**src/hdl/assert_macros.svh**
```systemverilog
// ----------------------------------------------------------------------------
// Assertion macros
// Clocked concurrent checks with synchronous active-low reset qualification.
// ----------------------------------------------------------------------------
`ifndef ASSERT_MACROS_SVH
`define ASSERT_MACROS_SVH

`ifndef NO_ASSERTIONS

// Property must hold at every clock edge outside reset.
`define ESC_ASSERT(lbl, clk, rst_n, prop) \
    lbl: assert property (@(posedge clk) disable iff (!rst_n) (prop)) \
        else $error("assertion failed");

// Expression must never be true outside reset.
`define ESC_ASSERT_NEVER(lbl, clk, rst_n, expr) \
    lbl: assert property (@(posedge clk) disable iff (!rst_n) !(expr)) \
        else $error("forbidden condition seen");

`else

`define ESC_ASSERT(lbl, clk, rst_n, prop)
`define ESC_ASSERT_NEVER(lbl, clk, rst_n, expr)

`endif

`endif

```
**src/hdl/esc_pkg.sv**
```systemverilog
// ----------------------------------------------------------------------------
// esc_pkg
// Shared types and constants for the epoch seconds to calendar converter.
// ----------------------------------------------------------------------------
package esc_pkg;

    localparam int unsigned EPOCH_W     = 32;
    localparam int unsigned DAYS_W      = 17;   // 49710 days at most
    localparam int unsigned YEAR_W      = 12;
    localparam int unsigned MON_W       = 4;
    localparam int unsigned MDAY_W      = 5;
    localparam int unsigned YLEN_W      = 9;

    localparam int unsigned EPOCH_YEAR  = 1970;
    localparam int unsigned MAX_YEAR    = 2106;
    localparam int unsigned EPOCH_Y4    = EPOCH_YEAR % 4;
    localparam int unsigned EPOCH_Y100  = EPOCH_YEAR % 100;
    localparam int unsigned EPOCH_Y400  = EPOCH_YEAR % 400;

    localparam int unsigned SIXTY         = 60;
    localparam int unsigned HOURS_PER_DAY = 24;
    localparam int unsigned DAYS_PER_WEEK = 7;
    localparam int unsigned WEEKDAY_OFFSET = 4;   // day 0 is a Thursday

    // Reciprocals rounded up; exact over the range each division sees
    localparam logic [31:0] RECIP_60       = 32'h8888_8889;
    localparam int unsigned RECIP_60_SHIFT = 37;
    localparam logic [31:0] RECIP_24       = 32'hAAAA_AAAB;
    localparam int unsigned RECIP_24_SHIFT = 36;
    localparam logic [31:0] RECIP_7        = 32'h9249_2493;
    localparam int unsigned RECIP_7_SHIFT  = 34;

    localparam int unsigned COMMON_YEAR_LEN = 365;
    localparam int unsigned LONG_YEAR_LEN   = 366;
    localparam int unsigned FEB_LEAP_LEN    = 29;

    localparam logic [MON_W-1:0] MON_FEB = 4'd1;
    localparam logic [MON_W-1:0] MON_DEC = 4'd11;

    localparam logic [MDAY_W-1:0] MONTH_LEN [12] = '{
        5'd31, 5'd28, 5'd31, 5'd30, 5'd31, 5'd30,
        5'd31, 5'd31, 5'd30, 5'd31, 5'd30, 5'd31
    };

    typedef struct packed {
        logic [5:0]        second;
        logic [5:0]        minute;
        logic [4:0]        hour;
        logic [2:0]        weekday;
        logic [DAYS_W-1:0] days;
    } t_front_item;

    function automatic logic [MDAY_W-1:0] month_length(
        input logic [MON_W-1:0] mon,
        input logic             leap
    );
        logic [MDAY_W-1:0] len;
        len = MONTH_LEN[mon];
        if (mon == MON_FEB && leap) begin
            len = MDAY_W'(FEB_LEAP_LEN);
        end
        return len;
    endfunction

endpackage

```
**src/hdl/esc_front.sv**
```systemverilog
// ----------------------------------------------------------------------------
// esc_front
// Splits epoch seconds into second, minute, hour, day count and weekday
// with one shared reciprocal multiplier (multiply, then remainder).
// ----------------------------------------------------------------------------
`include "assert_macros.svh"

module esc_front (
    input  logic                   i_clk,
    input  logic                   i_rst_n,
    input  logic                   i_valid,
    output logic                   o_ready,
    input  logic [31:0]            i_epoch_seconds,
    output logic                   o_item_valid,
    input  logic                   i_item_ready,
    output esc_pkg::t_front_item   o_item
);

    typedef enum logic [1:0] {
        S_IDLE,
        S_MUL,
        S_REM,
        S_PUSH
    } t_state;

    typedef enum logic [1:0] {
        PH_SEC,
        PH_MIN,
        PH_HOUR,
        PH_WDAY
    } t_phase;

    t_state                           r_state;
    t_phase                           r_phase;
    logic [esc_pkg::EPOCH_W-1:0]      r_num;
    logic [esc_pkg::EPOCH_W-1:0]      r_quot;
    esc_pkg::t_front_item             r_item;

    logic [5:0]                       w_divisor;
    logic [esc_pkg::EPOCH_W-1:0]      w_recip;
    logic [63:0]                      w_prod;
    logic [esc_pkg::EPOCH_W-1:0]      w_quot_next;
    logic [esc_pkg::EPOCH_W-1:0]      w_qd;
    logic [esc_pkg::EPOCH_W-1:0]      w_diff;

    always_comb begin
        case (r_phase)
            PH_SEC: begin
                w_divisor = 6'(esc_pkg::SIXTY);
                w_recip   = esc_pkg::RECIP_60;
            end
            PH_MIN: begin
                w_divisor = 6'(esc_pkg::SIXTY);
                w_recip   = esc_pkg::RECIP_60;
            end
            PH_HOUR: begin
                w_divisor = 6'(esc_pkg::HOURS_PER_DAY);
                w_recip   = esc_pkg::RECIP_24;
            end
            PH_WDAY: begin
                w_divisor = 6'(esc_pkg::DAYS_PER_WEEK);
                w_recip   = esc_pkg::RECIP_7;
            end
            default: begin
                w_divisor = 6'(esc_pkg::SIXTY);
                w_recip   = esc_pkg::RECIP_60;
            end
        endcase
    end

    // Unsigned 32 by 32 product; the high bits are the quotient
    assign w_prod = 64'(r_num) * 64'(w_recip);

    always_comb begin
        case (r_phase)
            PH_SEC:  w_quot_next = esc_pkg::EPOCH_W'(w_prod >> esc_pkg::RECIP_60_SHIFT);
            PH_MIN:  w_quot_next = esc_pkg::EPOCH_W'(w_prod >> esc_pkg::RECIP_60_SHIFT);
            PH_HOUR: w_quot_next = esc_pkg::EPOCH_W'(w_prod >> esc_pkg::RECIP_24_SHIFT);
            PH_WDAY: w_quot_next = esc_pkg::EPOCH_W'(w_prod >> esc_pkg::RECIP_7_SHIFT);
            default: w_quot_next = esc_pkg::EPOCH_W'(w_prod >> esc_pkg::RECIP_60_SHIFT);
        endcase
    end

    assign w_qd   = r_quot * esc_pkg::EPOCH_W'(w_divisor);
    assign w_diff = r_num - w_qd;

    always_ff @(posedge i_clk) begin
        if (!i_rst_n) begin
            r_state <= S_IDLE;
            r_phase <= PH_SEC;
        end else begin
            case (r_state)
                S_IDLE: begin
                    if (i_valid) begin
                        r_num   <= i_epoch_seconds;
                        r_phase <= PH_SEC;
                        r_state <= S_MUL;
                    end
                end
                S_MUL: begin
                    r_quot  <= w_quot_next;
                    r_state <= S_REM;
                end
                S_REM: begin
                    // the quotient carries on as the next numerator
                    case (r_phase)
                        PH_SEC: begin
                            r_item.second <= w_diff[5:0];
                            r_num         <= r_quot;
                            r_phase       <= PH_MIN;
                            r_state       <= S_MUL;
                        end
                        PH_MIN: begin
                            r_item.minute <= w_diff[5:0];
                            r_num         <= r_quot;
                            r_phase       <= PH_HOUR;
                            r_state       <= S_MUL;
                        end
                        PH_HOUR: begin
                            r_item.hour <= w_diff[4:0];
                            r_item.days <= r_quot[esc_pkg::DAYS_W-1:0];
                            // offset the day count so day 0 lands on Thursday
                            r_num   <= esc_pkg::EPOCH_W'(r_quot[esc_pkg::DAYS_W-1:0])
                                       + esc_pkg::EPOCH_W'(esc_pkg::WEEKDAY_OFFSET);
                            r_phase <= PH_WDAY;
                            r_state <= S_MUL;
                        end
                        PH_WDAY: begin
                            r_item.weekday <= w_diff[2:0] + 3'd1;
                            r_phase        <= PH_SEC;
                            r_state        <= S_PUSH;
                        end
                        default: begin
                            r_phase <= PH_SEC;
                            r_state <= S_IDLE;
                        end
                    endcase
                end
                S_PUSH: begin
                    if (i_item_ready) begin
                        r_state <= S_IDLE;
                    end
                end
                default: begin
                    r_state <= S_IDLE;
                end
            endcase
        end
    end

    assign o_ready      = (r_state == S_IDLE);
    assign o_item_valid = (r_state == S_PUSH);
    assign o_item       = r_item;

    `ESC_ASSERT(a_rem_range, i_clk, i_rst_n, (r_state == S_REM) |-> (w_diff < 32'(w_divisor)))

endmodule

```
**src/hdl/esc_fifo.sv**
```systemverilog
// ----------------------------------------------------------------------------
// esc_fifo
// Short queue decoupling the divider front from the calendar walk.
// ----------------------------------------------------------------------------
`include "assert_macros.svh"

module esc_fifo #(
    parameter int unsigned DEPTH = 2
) (
    input  logic                   i_clk,
    input  logic                   i_rst_n,
    input  logic                   i_wr_valid,
    output logic                   o_wr_ready,
    input  esc_pkg::t_front_item   i_wr_item,
    output logic                   o_rd_valid,
    input  logic                   i_rd_ready,
    output esc_pkg::t_front_item   o_rd_item
);

    localparam int unsigned PTR_W = $clog2(DEPTH);
    localparam int unsigned CNT_W = $clog2(DEPTH + 1);

    esc_pkg::t_front_item  r_slot [DEPTH];
    logic [PTR_W-1:0]      r_wr_ptr;
    logic [PTR_W-1:0]      r_rd_ptr;
    logic [CNT_W-1:0]      r_count;

    logic                  w_push;
    logic                  w_pop;

    assign o_wr_ready = (r_count != CNT_W'(DEPTH));
    assign o_rd_valid = (r_count != '0);
    assign o_rd_item  = r_slot[r_rd_ptr];
    assign w_push     = i_wr_valid && o_wr_ready;
    assign w_pop      = o_rd_valid && i_rd_ready;

    always_ff @(posedge i_clk) begin
        if (w_push) begin
            r_slot[r_wr_ptr] <= i_wr_item;
        end
    end

    always_ff @(posedge i_clk) begin
        if (!i_rst_n) begin
            r_wr_ptr <= '0;
            r_rd_ptr <= '0;
            r_count  <= '0;
        end else begin
            if (w_push) begin
                r_wr_ptr <= (r_wr_ptr == PTR_W'(DEPTH - 1)) ? '0 : r_wr_ptr + 1'b1;
            end
            if (w_pop) begin
                r_rd_ptr <= (r_rd_ptr == PTR_W'(DEPTH - 1)) ? '0 : r_rd_ptr + 1'b1;
            end
            if (w_push && !w_pop) begin
                r_count <= r_count + 1'b1;
            end else if (w_pop && !w_push) begin
                r_count <= r_count - 1'b1;
            end
        end
    end

    `ESC_ASSERT(a_count_in_range, i_clk, i_rst_n, r_count <= CNT_W'(DEPTH))
    `ESC_ASSERT(a_count_holds, i_clk, i_rst_n, (!w_push && !w_pop) |=> $stable(r_count))

endmodule

```
**src/hdl/esc_back.sv**
```systemverilog
// ----------------------------------------------------------------------------
// esc_back
// Walks whole years and then months over the day count, and holds the
// finished date until it is taken.
// ----------------------------------------------------------------------------
`include "assert_macros.svh"

module esc_back (
    input  logic                   i_clk,
    input  logic                   i_rst_n,
    input  logic                   i_item_valid,
    output logic                   o_item_ready,
    input  esc_pkg::t_front_item   i_item,
    output logic                   o_valid,
    input  logic                   i_ready,
    output logic [5:0]             o_second,
    output logic [5:0]             o_minute,
    output logic [4:0]             o_hour,
    output logic [2:0]             o_weekday,
    output logic [11:0]            o_full_year,
    output logic [3:0]             o_month,
    output logic [4:0]             o_day_of_month
);

    typedef enum logic [1:0] {
        S_IDLE,
        S_YEAR,
        S_MONTH,
        S_HOLD
    } t_state;

    localparam logic [esc_pkg::YEAR_W-1:0] LAST_YEAR = esc_pkg::YEAR_W'(esc_pkg::MAX_YEAR);

    t_state                          r_state;
    logic [esc_pkg::DAYS_W-1:0]      r_days;
    logic [esc_pkg::YEAR_W-1:0]      r_year;
    logic [1:0]                      r_y4;
    logic [6:0]                      r_y100;
    logic [8:0]                      r_y400;
    logic [esc_pkg::MON_W-1:0]       r_mon;
    logic [5:0]                      r_second;
    logic [5:0]                      r_minute;
    logic [4:0]                      r_hour;
    logic [2:0]                      r_weekday;
    logic [esc_pkg::MON_W-1:0]       r_month;
    logic [esc_pkg::MDAY_W-1:0]      r_mday;

    logic                            w_leap;
    logic [esc_pkg::YLEN_W-1:0]      w_ylen;
    logic [esc_pkg::MDAY_W-1:0]      w_mlen;
    logic                            w_bad_date;

    // Gregorian rule from running remainders of the year
    assign w_leap = (r_y4 == 2'd0) && ((r_y100 != 7'd0) || (r_y400 == 9'd0));
    assign w_ylen = w_leap ? esc_pkg::YLEN_W'(esc_pkg::LONG_YEAR_LEN)
                           : esc_pkg::YLEN_W'(esc_pkg::COMMON_YEAR_LEN);
    assign w_mlen = esc_pkg::month_length(r_mon, w_leap);

    always_ff @(posedge i_clk) begin
        if (!i_rst_n) begin
            r_state <= S_IDLE;
        end else begin
            case (r_state)
                S_IDLE: begin
                    if (i_item_valid) begin
                        r_second  <= i_item.second;
                        r_minute  <= i_item.minute;
                        r_hour    <= i_item.hour;
                        r_weekday <= i_item.weekday;
                        r_days    <= i_item.days;
                        r_year    <= esc_pkg::YEAR_W'(esc_pkg::EPOCH_YEAR);
                        r_y4      <= 2'(esc_pkg::EPOCH_Y4);
                        r_y100    <= 7'(esc_pkg::EPOCH_Y100);
                        r_y400    <= 9'(esc_pkg::EPOCH_Y400);
                        r_state   <= S_YEAR;
                    end
                end
                S_YEAR: begin
                    if (r_days < esc_pkg::DAYS_W'(w_ylen)) begin
                        r_mon   <= '0;
                        r_state <= S_MONTH;
                    end else begin
                        r_days <= r_days - esc_pkg::DAYS_W'(w_ylen);
                        r_year <= r_year + 1'b1;
                        r_y4   <= r_y4 + 1'b1;
                        r_y100 <= (r_y100 == 7'd99)  ? 7'd0 : r_y100 + 1'b1;
                        r_y400 <= (r_y400 == 9'd399) ? 9'd0 : r_y400 + 1'b1;
                    end
                end
                S_MONTH: begin
                    // December always ends the walk
                    if ((r_mon == esc_pkg::MON_DEC) ||
                        (r_days < esc_pkg::DAYS_W'(w_mlen))) begin
                        r_month <= r_mon + 1'b1;
                        r_mday  <= r_days[esc_pkg::MDAY_W-1:0] + 1'b1;
                        r_state <= S_HOLD;
                    end else begin
                        r_days <= r_days - esc_pkg::DAYS_W'(w_mlen);
                        r_mon  <= r_mon + 1'b1;
                    end
                end
                S_HOLD: begin
                    if (i_ready) begin
                        r_state <= S_IDLE;
                    end
                end
                default: begin
                    r_state <= S_IDLE;
                end
            endcase
        end
    end

    assign o_item_ready   = (r_state == S_IDLE);
    assign o_valid        = (r_state == S_HOLD);
    assign o_second       = r_second;
    assign o_minute       = r_minute;
    assign o_hour         = r_hour;
    assign o_weekday      = r_weekday;
    assign o_full_year    = r_year;
    assign o_month        = r_month;
    assign o_day_of_month = r_mday;

    assign w_bad_date = (r_month == 4'd0) || (r_month > 4'd12) || (r_mday == 5'd0);

    `ESC_ASSERT(a_year_bound, i_clk, i_rst_n, (r_state == S_YEAR) |-> (r_year <= LAST_YEAR))
    `ESC_ASSERT(a_month_bound, i_clk, i_rst_n, (r_state == S_MONTH) |-> (r_mon <= esc_pkg::MON_DEC))
    `ESC_ASSERT_NEVER(a_bad_date, i_clk, i_rst_n, (r_state == S_HOLD) && w_bad_date)

endmodule

```
**src/hdl/epoch_seconds_to_calendar.sv**
```systemverilog
// ----------------------------------------------------------------------------
// epoch_seconds_to_calendar
// Converts unsigned seconds since 1970-01-01 00:00:00 to time of day,
// weekday and Gregorian date.
// ----------------------------------------------------------------------------
//  channel  | handshake          | payload
//  ---------+--------------------+---------------------------------------------
//  input    | i_valid / o_ready  | i_epoch_seconds
//  output   | o_valid / i_ready  | o_second o_minute o_hour o_weekday
//           |                    | o_full_year o_month o_day_of_month
//
//  Front: accept, four divisions by 60, 60, 24 and 7 (reciprocal multiply,
//  then remainder) on one multiplier, hand-off; it takes no new count before
//  the hand-off. Back: walks the years past 1970, then the months, then holds
//  the date until it is taken. The queue holds QUEUE_DEPTH items, so either
//  side stalls alone. Reset clears control state only.
// ----------------------------------------------------------------------------
module epoch_seconds_to_calendar #(
    parameter int unsigned QUEUE_DEPTH = 2
) (
    input  logic        i_clk,
    input  logic        i_rst_n,
    input  logic        i_valid,
    output logic        o_ready,
    input  logic [31:0] i_epoch_seconds,
    output logic        o_valid,
    input  logic        i_ready,
    output logic [5:0]  o_second,
    output logic [5:0]  o_minute,
    output logic [4:0]  o_hour,
    output logic [2:0]  o_weekday,
    output logic [11:0] o_full_year,
    output logic [3:0]  o_month,
    output logic [4:0]  o_day_of_month
);

    logic                  w_fr_valid;
    logic                  w_fr_ready;
    esc_pkg::t_front_item  w_fr_item;
    logic                  w_bk_valid;
    logic                  w_bk_ready;
    esc_pkg::t_front_item  w_bk_item;

    esc_front u_front (
        .i_clk           (i_clk),
        .i_rst_n         (i_rst_n),
        .i_valid         (i_valid),
        .o_ready         (o_ready),
        .i_epoch_seconds (i_epoch_seconds),
        .o_item_valid    (w_fr_valid),
        .i_item_ready    (w_fr_ready),
        .o_item          (w_fr_item)
    );

    esc_fifo #(
        .DEPTH (QUEUE_DEPTH)
    ) u_fifo (
        .i_clk      (i_clk),
        .i_rst_n    (i_rst_n),
        .i_wr_valid (w_fr_valid),
        .o_wr_ready (w_fr_ready),
        .i_wr_item  (w_fr_item),
        .o_rd_valid (w_bk_valid),
        .i_rd_ready (w_bk_ready),
        .o_rd_item  (w_bk_item)
    );

    esc_back u_back (
        .i_clk          (i_clk),
        .i_rst_n        (i_rst_n),
        .i_item_valid   (w_bk_valid),
        .o_item_ready   (w_bk_ready),
        .i_item         (w_bk_item),
        .o_valid        (o_valid),
        .i_ready        (i_ready),
        .o_second       (o_second),
        .o_minute       (o_minute),
        .o_hour         (o_hour),
        .o_weekday      (o_weekday),
        .o_full_year    (o_full_year),
        .o_month        (o_month),
        .o_day_of_month (o_day_of_month)
    );

endmodule

```
**config.mk**
```make
export PLATFORM = sky130hd
export DESIGN_NAME = epoch_seconds_to_calendar
export DESIGN_NICKNAME = d
export VERILOG_FILES = /design/src/hdl/esc_pkg.sv /design/src/hdl/esc_front.sv /design/src/hdl/esc_fifo.sv /design/src/hdl/esc_back.sv /design/src/hdl/epoch_seconds_to_calendar.sv
export VERILOG_INCLUDE_DIRS = /design/src /design/src/hdl
export SDC_FILE = /design/constraint.sdc
export NUM_CORES = 2
export LEC_CHECK = 0
export BUFFER_PORTS_ARGS = -buffer_cell sky130_fd_sc_hd__buf_2
export CAP_MARGIN = 40
export CORE_MARGIN = 2
export CORE_UTILIZATION = 50
export DETAILED_ROUTE_END_ITERATION = 16
export GPL_ROUTABILITY_DRIVEN = 1
export PLACE_DENSITY = 0.66
export SYNTH_ARGS = -nofsm -noshare
export SYNTH_HDL_FRONTEND = slang
export SYNTH_SLANG_ARGS = --single-unit
```
**constraint.sdc**
```tcl
create_clock -name i_clk -period 9.35 [get_ports i_clk]
set_input_delay 0.935 -clock i_clk [delete_from_list [all_inputs] [get_ports i_clk]]
set_output_delay 0.935 -clock i_clk [all_outputs]
set_load 0.01 [all_outputs]
```
# Word-level counts from Yosys, hierarchy flattened
# Memory sizes are Yosys's and may differ from the RTL's. A register that Yosys moved wholly into a read port is not among the register bits.
# Cells that the tools add are included.
# W data, S select, Z words.
dict set report totals {
  out_inout_bits 43
  mem_count 2
  elab_cells 160
  input_bits 36
  mem_bits_ro 80
  mem_bits_rw 74
  regBits 191
}
dict set report op_classes {
  n_mul 2
  mux 51
  n_lt_le_gt_ge 3
  n_bitwise 1
  eq_ne 23
  n_reduce_logical 38
  add_sub_neg 15
}
# memory depth width rd rd_clocked_by_memory_dff wr line_no
set mem_list {}
lappend mem_list {{(no name shown)} 16 5 1 0 0 esc_pkg.sv:58} ;# len = MONTH_LEN[mon];
lappend mem_list {u_fifo.r_slot 2 37 1 1 1 esc_fifo.sv:23} ;# esc_pkg::t_front_item r_slot [DEPTH];
# operator count
set ops {}
lappend ops {{$pmux W32 S3} 2}
lappend ops {{$pmux W32 S2} 2}
lappend ops {{$mul A32 B32 Y64} 1}
lappend ops {{$mux W17} 3}
lappend ops {{$pmux W17 S3} 1}
lappend ops {{$mul A32 B6 Y6} 1}
lappend ops {{$mux W32} 1}
lappend ops {{$mux W9} 3}
lappend ops {{$mux W12} 2}
lappend ops {{$mux W2} 12}
lappend ops {{$pmux W12 S2} 1}
lappend ops {{$pmux W2 S4} 3}
lappend ops {{$mux W7} 3}
lappend ops {{$add A17 B3 Y18 const B} 1}
lappend ops {{$pmux W6 S3} 1}
lappend ops {{$pmux W9 S2} 1}
lappend ops {{$reduce_and A3 Y1} 6}
lappend ops {{$lt A17 B5 Y1} 1}
lappend ops {{$lt A17 B9 Y1} 1}
lappend ops {{$sub A17 B5 Y17} 1}
lappend ops {{$sub A17 B9 Y17} 1}
lappend ops {{$reduce_and A4 Y1} 4}
lappend ops {{$mux W5} 3}
lappend ops {{$pmux W7 S2} 1}
lappend ops {{other kinds (37)} 77}

# Longest topological paths before layout
dict set report depth {
  word_depth 9
  mapped_depth 33
  mapped_depth_nobuf 30
}

# Modules after synthesis
# Synthesis repeated with hierarchy kept, for this count alone.
dict set report unflattened {
  cells_unflattened 3330
  area_unflattened_um2 34954.8
}
# module area_per_inst_um2 cells_each n_inst seq_area_each_um2
set by_module_without_submodules {}
lappend by_module_without_submodules {esc_front 27383.8 2761 1 3052.9}
lappend by_module_without_submodules {esc_back 4662.0 430 1 2442.3}
lappend by_module_without_submodules {esc_fifo 2909.0 139 1 2322.2}

# Worst setup path before layout
# OpenSTA, ideal clock, no wires.
dict set report synth_timing {
  path_kind {reg-to-reg}
  startpoint {reg u_front.r_phase[0]}
  endpoint {reg u_front.r_quot[19] in the netlist's numbering (data pin)}
  required_ns 9.075
  period_less_slack_ns 8.136
  slack_ns 1.214
  n_path_buf 5
  path_stages_with_launch 34
  t_arrival_ns 7.861
  setup_ns 0.275
  path_cell_list {dfxtp_1 inv_1 ha_1 clkbuf_2 inv_1 nand2_1 clkbuf_1 clkbuf_1 buf_1 nand2_1 inv_1 ha_1 xor2_1 ha_1 inv_1 fa_1 fa_1 fa_1 inv_1 fa_1 fa_1 fa_1 ha_1 clkbuf_1 a211o_1 a21oi_1 a21boi_0 o21a_1 o31ai_1 a21oi_1 a21oi_1 o21a_1 xor2_1 o221ai_1}
}
dict set report synth_via {
  elab_chain_cells 5
  elab_cells_between_ends 8
  classes_between {mul (1); eq/ne (3); mux (2); reduce/logical (2)}
}
# element line_no
set synth_rtl {}
lappend synth_rtl {{start: declaration} esc_front.sv:34} ;# t_phase r_phase;
lappend synth_rtl {{start signal: assignment} esc_front.sv:90} ;# r_phase <= PH_SEC;
lappend synth_rtl {{start signal: assignment} esc_front.sv:96} ;# r_phase <= PH_SEC;
lappend synth_rtl {{start signal: assignment} esc_front.sv:110} ;# r_phase <= PH_MIN;
lappend synth_rtl {{$eq A2 B1 Y1 or $logic_not A2 Y1 (tied branches)} {esc_front.sv:47, esc_front.sv:75}}
lappend synth_rtl {{$reduce_or A2 Y1 (no source line)} -}
lappend synth_rtl {{$pmux W32 S3} esc_front.sv:47} ;# case (r_phase)
lappend synth_rtl {{$mul A32 B32 Y64} esc_front.sv:72} ;# assign w_prod = 64'(r_num) * 64'(w_recip);
lappend synth_rtl {{$pmux W32 S3 *} esc_front.sv:75} ;# case (r_phase)
lappend synth_rtl {{via u_front.w_quot_next, one bit} esc_front.sv:42} ;# logic [esc_pkg::EPOCH_W-1:0] w_quot_next;
lappend synth_rtl {{end signal: assignment} esc_front.sv:101} ;# r_quot <= w_quot_next;
lappend synth_rtl {{end: declaration} esc_front.sv:36} ;# logic [esc_pkg::EPOCH_W-1:0] r_quot;
# Mark *: on every way through the listed nets, which the timed path passes. The rest lies on a longest branch. The select of a mux whose other input is x is not followed.
# A chain may end at the register's enable or synchronous reset.

# Worst setup path in the final report
dict set report layout_timing {
  startpoint {reg u_front.r_phase[0]}
  endpoint {reg u_front.r_quot[15] in the netlist's numbering (data pin)}
}
# The elaborated chain is that of the path after synthesis.

==> flow_summary.yaml <==
power_and_ir_drop:
  leakage_nw: 17.9
  irDropWorstVdd_mv: 0.379
  pwr_density_cell_nw_per_um2: 299
  finalPower_mw: 11.0
placed_design:
  placed_cells_incl_taps: 4179
  place_ws_ns: 0.261
  numPortBuffers: 78
  gp_congestion: 1.03
  placed_cell_area_sq_um: 36000
  hpwlAfterDp_um: 82900
routing:
  vias: 23200
  wl_per_cell_um: 22.4
  dr.first_iter.drc_count: 2047
  detailedRoute.firstPassIterationCount: 7
  drc: 0
  postRouteAntennaNets: 0
  drt_wl_total_um: 94600
  viasPerCell: 5.49
die:
  die_area_sq_um: 70800
  io_pins: 79
  fp.dieW_um: 266
  die_y_um: 266
  initial_core_util: 0.503
  coreArea_sq_um: 68300
  rows: 96
logic_synthesis:
  synth_cell_types: 71
  synth.cell_area_sq_um: 34400
  syn-instance-count: 3255
  synth_top_area_frac: 0.326
  synth_nets: 4259
  async_reset_ff_frac: 0
  ys_warn_count: 0
  synthFlopType: "edfxtp_1"
  ys_seq_elements: 264
  synth_edf_count: 253
  avgSynthCellArea_sq_um: 10.6
  synth_area_leader_cell: "fa_1"
  seq_area_frac_synth: 0.228
  netlist_top_cells_area: "fa_1, edfxtp_1, ha_1, inv_1, nand2_1"
run_status:
  status: "finished, final reports clean"
critical_path:
  endpoint_kind: "register"
  r2r_start: "u_front.r_phase[0]$_SDFFE_PN0P_"
  slowest_delay_ns: 0.56
  critPathMaxFanout: 23
  crit_path_frequent_cell: "fa_1"
  critPathArrivalTime_ns: 9.26
  start_kind: "register"
  cp-startpoint: "u_front.r_phase[0]$_SDFFE_PN0P_"
  worstPathRequired_ns: 9.61
  r2r_cells: 28
  worst_path_max_delay_cell: "fa_1"
  crit_type: "register to register"
min_path:
  hold_depth: 0
  hp-class: "register to register"
  hold_start: "u_front.o_item[3]$_DFFE_PP_"
cells_and_area:
  fin_nets: 4329
  antennaDiodeCount: 0
  layout_common_cells: "inv_1, fa_1, ha_1"
  final_util: 0.538
  layout_commonest_cell: "inv_1"
  syn_to_final_growth_pct: 7.12
  fillers: 6060
  fin_area_sq_um: 36800
  layout-drive-gt1-share: 0.0622
  final_cells: 4226
timing:
  period_share: 0.963
  max_slew_margin: 0.444
  setup_viol: 0
  worst_pin_slew_ns: 0.834
  final.setup_skew_ns: 0.0290
  fin_tns_setup_ns: 0
  period_minus_slack_ns: 9.00
  slew_violations: 0
  max_freq_ghz: 0.111
  hold_viol: 0
  setup_ws_ns: 0.348
  timing.hold.ws_ns: 0.442
cts:
  clk_latency_ns: 0.55
  cts_root_buf: "clkbuf_16"
  postCtsSetupBuffers: 0
  cts_max_path_buffers: 3
  htree_levels: 1
  clkTransAtPathRegs_ns: 0.07
  clock-sinks: 264
  tritoncts: "built"
  cts_buffers: 26
global_routing:
  grt_pass1_vias: 24500
  grt_usage: 0.276
  overflow: 0
  grt_max_degree: 62
  grt_pass1_wl_um: 146000
  antenna_found_initial: 1
run:
  drv_cap: 0
-- report_power, final --
group          internal [mW]  switching [mW]
logic                   3.10            4.93
clock network          0.573           0.452
registers               1.72           0.210
-- cell families (layout without fill, tap and decap cells) --
logic type,after synthesis,count (layout),synth area share
muxes,27,27,0.00860
DFF,264,264,0.228
and+or+nand+nor,602,602,0.0842
AOI/OAI and AO/OA,409,409,0.0773
xor gates and xnor gates,135,135,0.0344
adders and majority gates,968,968,0.475
buffers and inverters,850,939,0.0930
-- registers in the layout, indices dropped and copies added (netlist names), 4 cells and up, named ones only --
name,count
u_back.o_hour,5
u_back.r_mon,4
u_fifo.r_slot,74
u_back.o_month,4
u_back.o_second,6
u_front.o_item,37
u_back.r_y100,7
u_front.r_num,32
u_back.r_y400,9
u_back.o_full_year,12
u_back.r_days,17
u_back.o_day_of_month,5
u_front.r_quot,30
u_back.o_minute,6
-- synthesized netlist by cell type (11+ instances only) --
cell,number
a22oi_1,29
mux2_2,20
a211oi_1,20
xnor2_1,68
nand4_1,24
edfxtp_1,253
nand2_1,226
ha_1,408
nor2_1,108
clkbuf_1,64
dfxtp_1,11
nand3_1,35
a21o_1,54
fa_1,560
and3_1,18
xor2_1,67
inv_1,771
and2_1,59
nor2b_1,57
a21oi_1,104
nand2b_1,19
a31oi_1,11
o21ai_0,98
nor3_1,25
-- metal layers --
layer | wire [um] | share of wire | vias to the layer above | GRT usage
met5 | 0 | 0 | - | 0
met4 | 6380 | 0.067 | 0 | 0.147
met3 | 5430 | 0.057 | 227 | 0.0321
met2 | 43300 | 0.46 | 756 | 0.445
met1 | 39600 | 0.42 | 11600 | 0.369
li1 | - | - | 10600 | -
-- final cells by class --
type / instances / area [sq um] / area share
tap: 882 / 1100 / 0.0300
clock buffer: 34 / 681 / 0.0185
multi-input combinational: 2141 / 23400 / 0.636
clock inverter: 13 / 135 / 0.00367
sequential: 264 / 7820 / 0.212
timing repair buffer: 119 / 753 / 0.0205
inverter: 773 / 2900 / 0.0788
-- path summary, 6_finish.rpt --
check	end	slack (ns)
max	u_front.r_quot[15]$_DFFE_PP_	0.35
min	u_fifo.r_slot[1][3]$_DFFE_PP_	0.44
max reg2reg	u_front.r_quot[15]$_DFFE_PP_	0.35
min reg2reg	u_fifo.r_slot[1][3]$_DFFE_PP_	0.44
-- what timing repair did --
item,CTS,global route
resized for setup,0,5
endpoints found under the setup margin,0,19
hold buffers,0,0
-- worst max-delay path: cells and delay by family, from the launching register on --
family	cells	cell delay [ns]
xor gates and xnor gates	2	0.39
DFF	1	0.35
buffers and inverters	5	0.66
AOI/OAI and AO/OA	5	1.13
adders and majority gates	9	3.92
and+or+nand+nor	7	2.23
(Power assumes the default switching activity.)
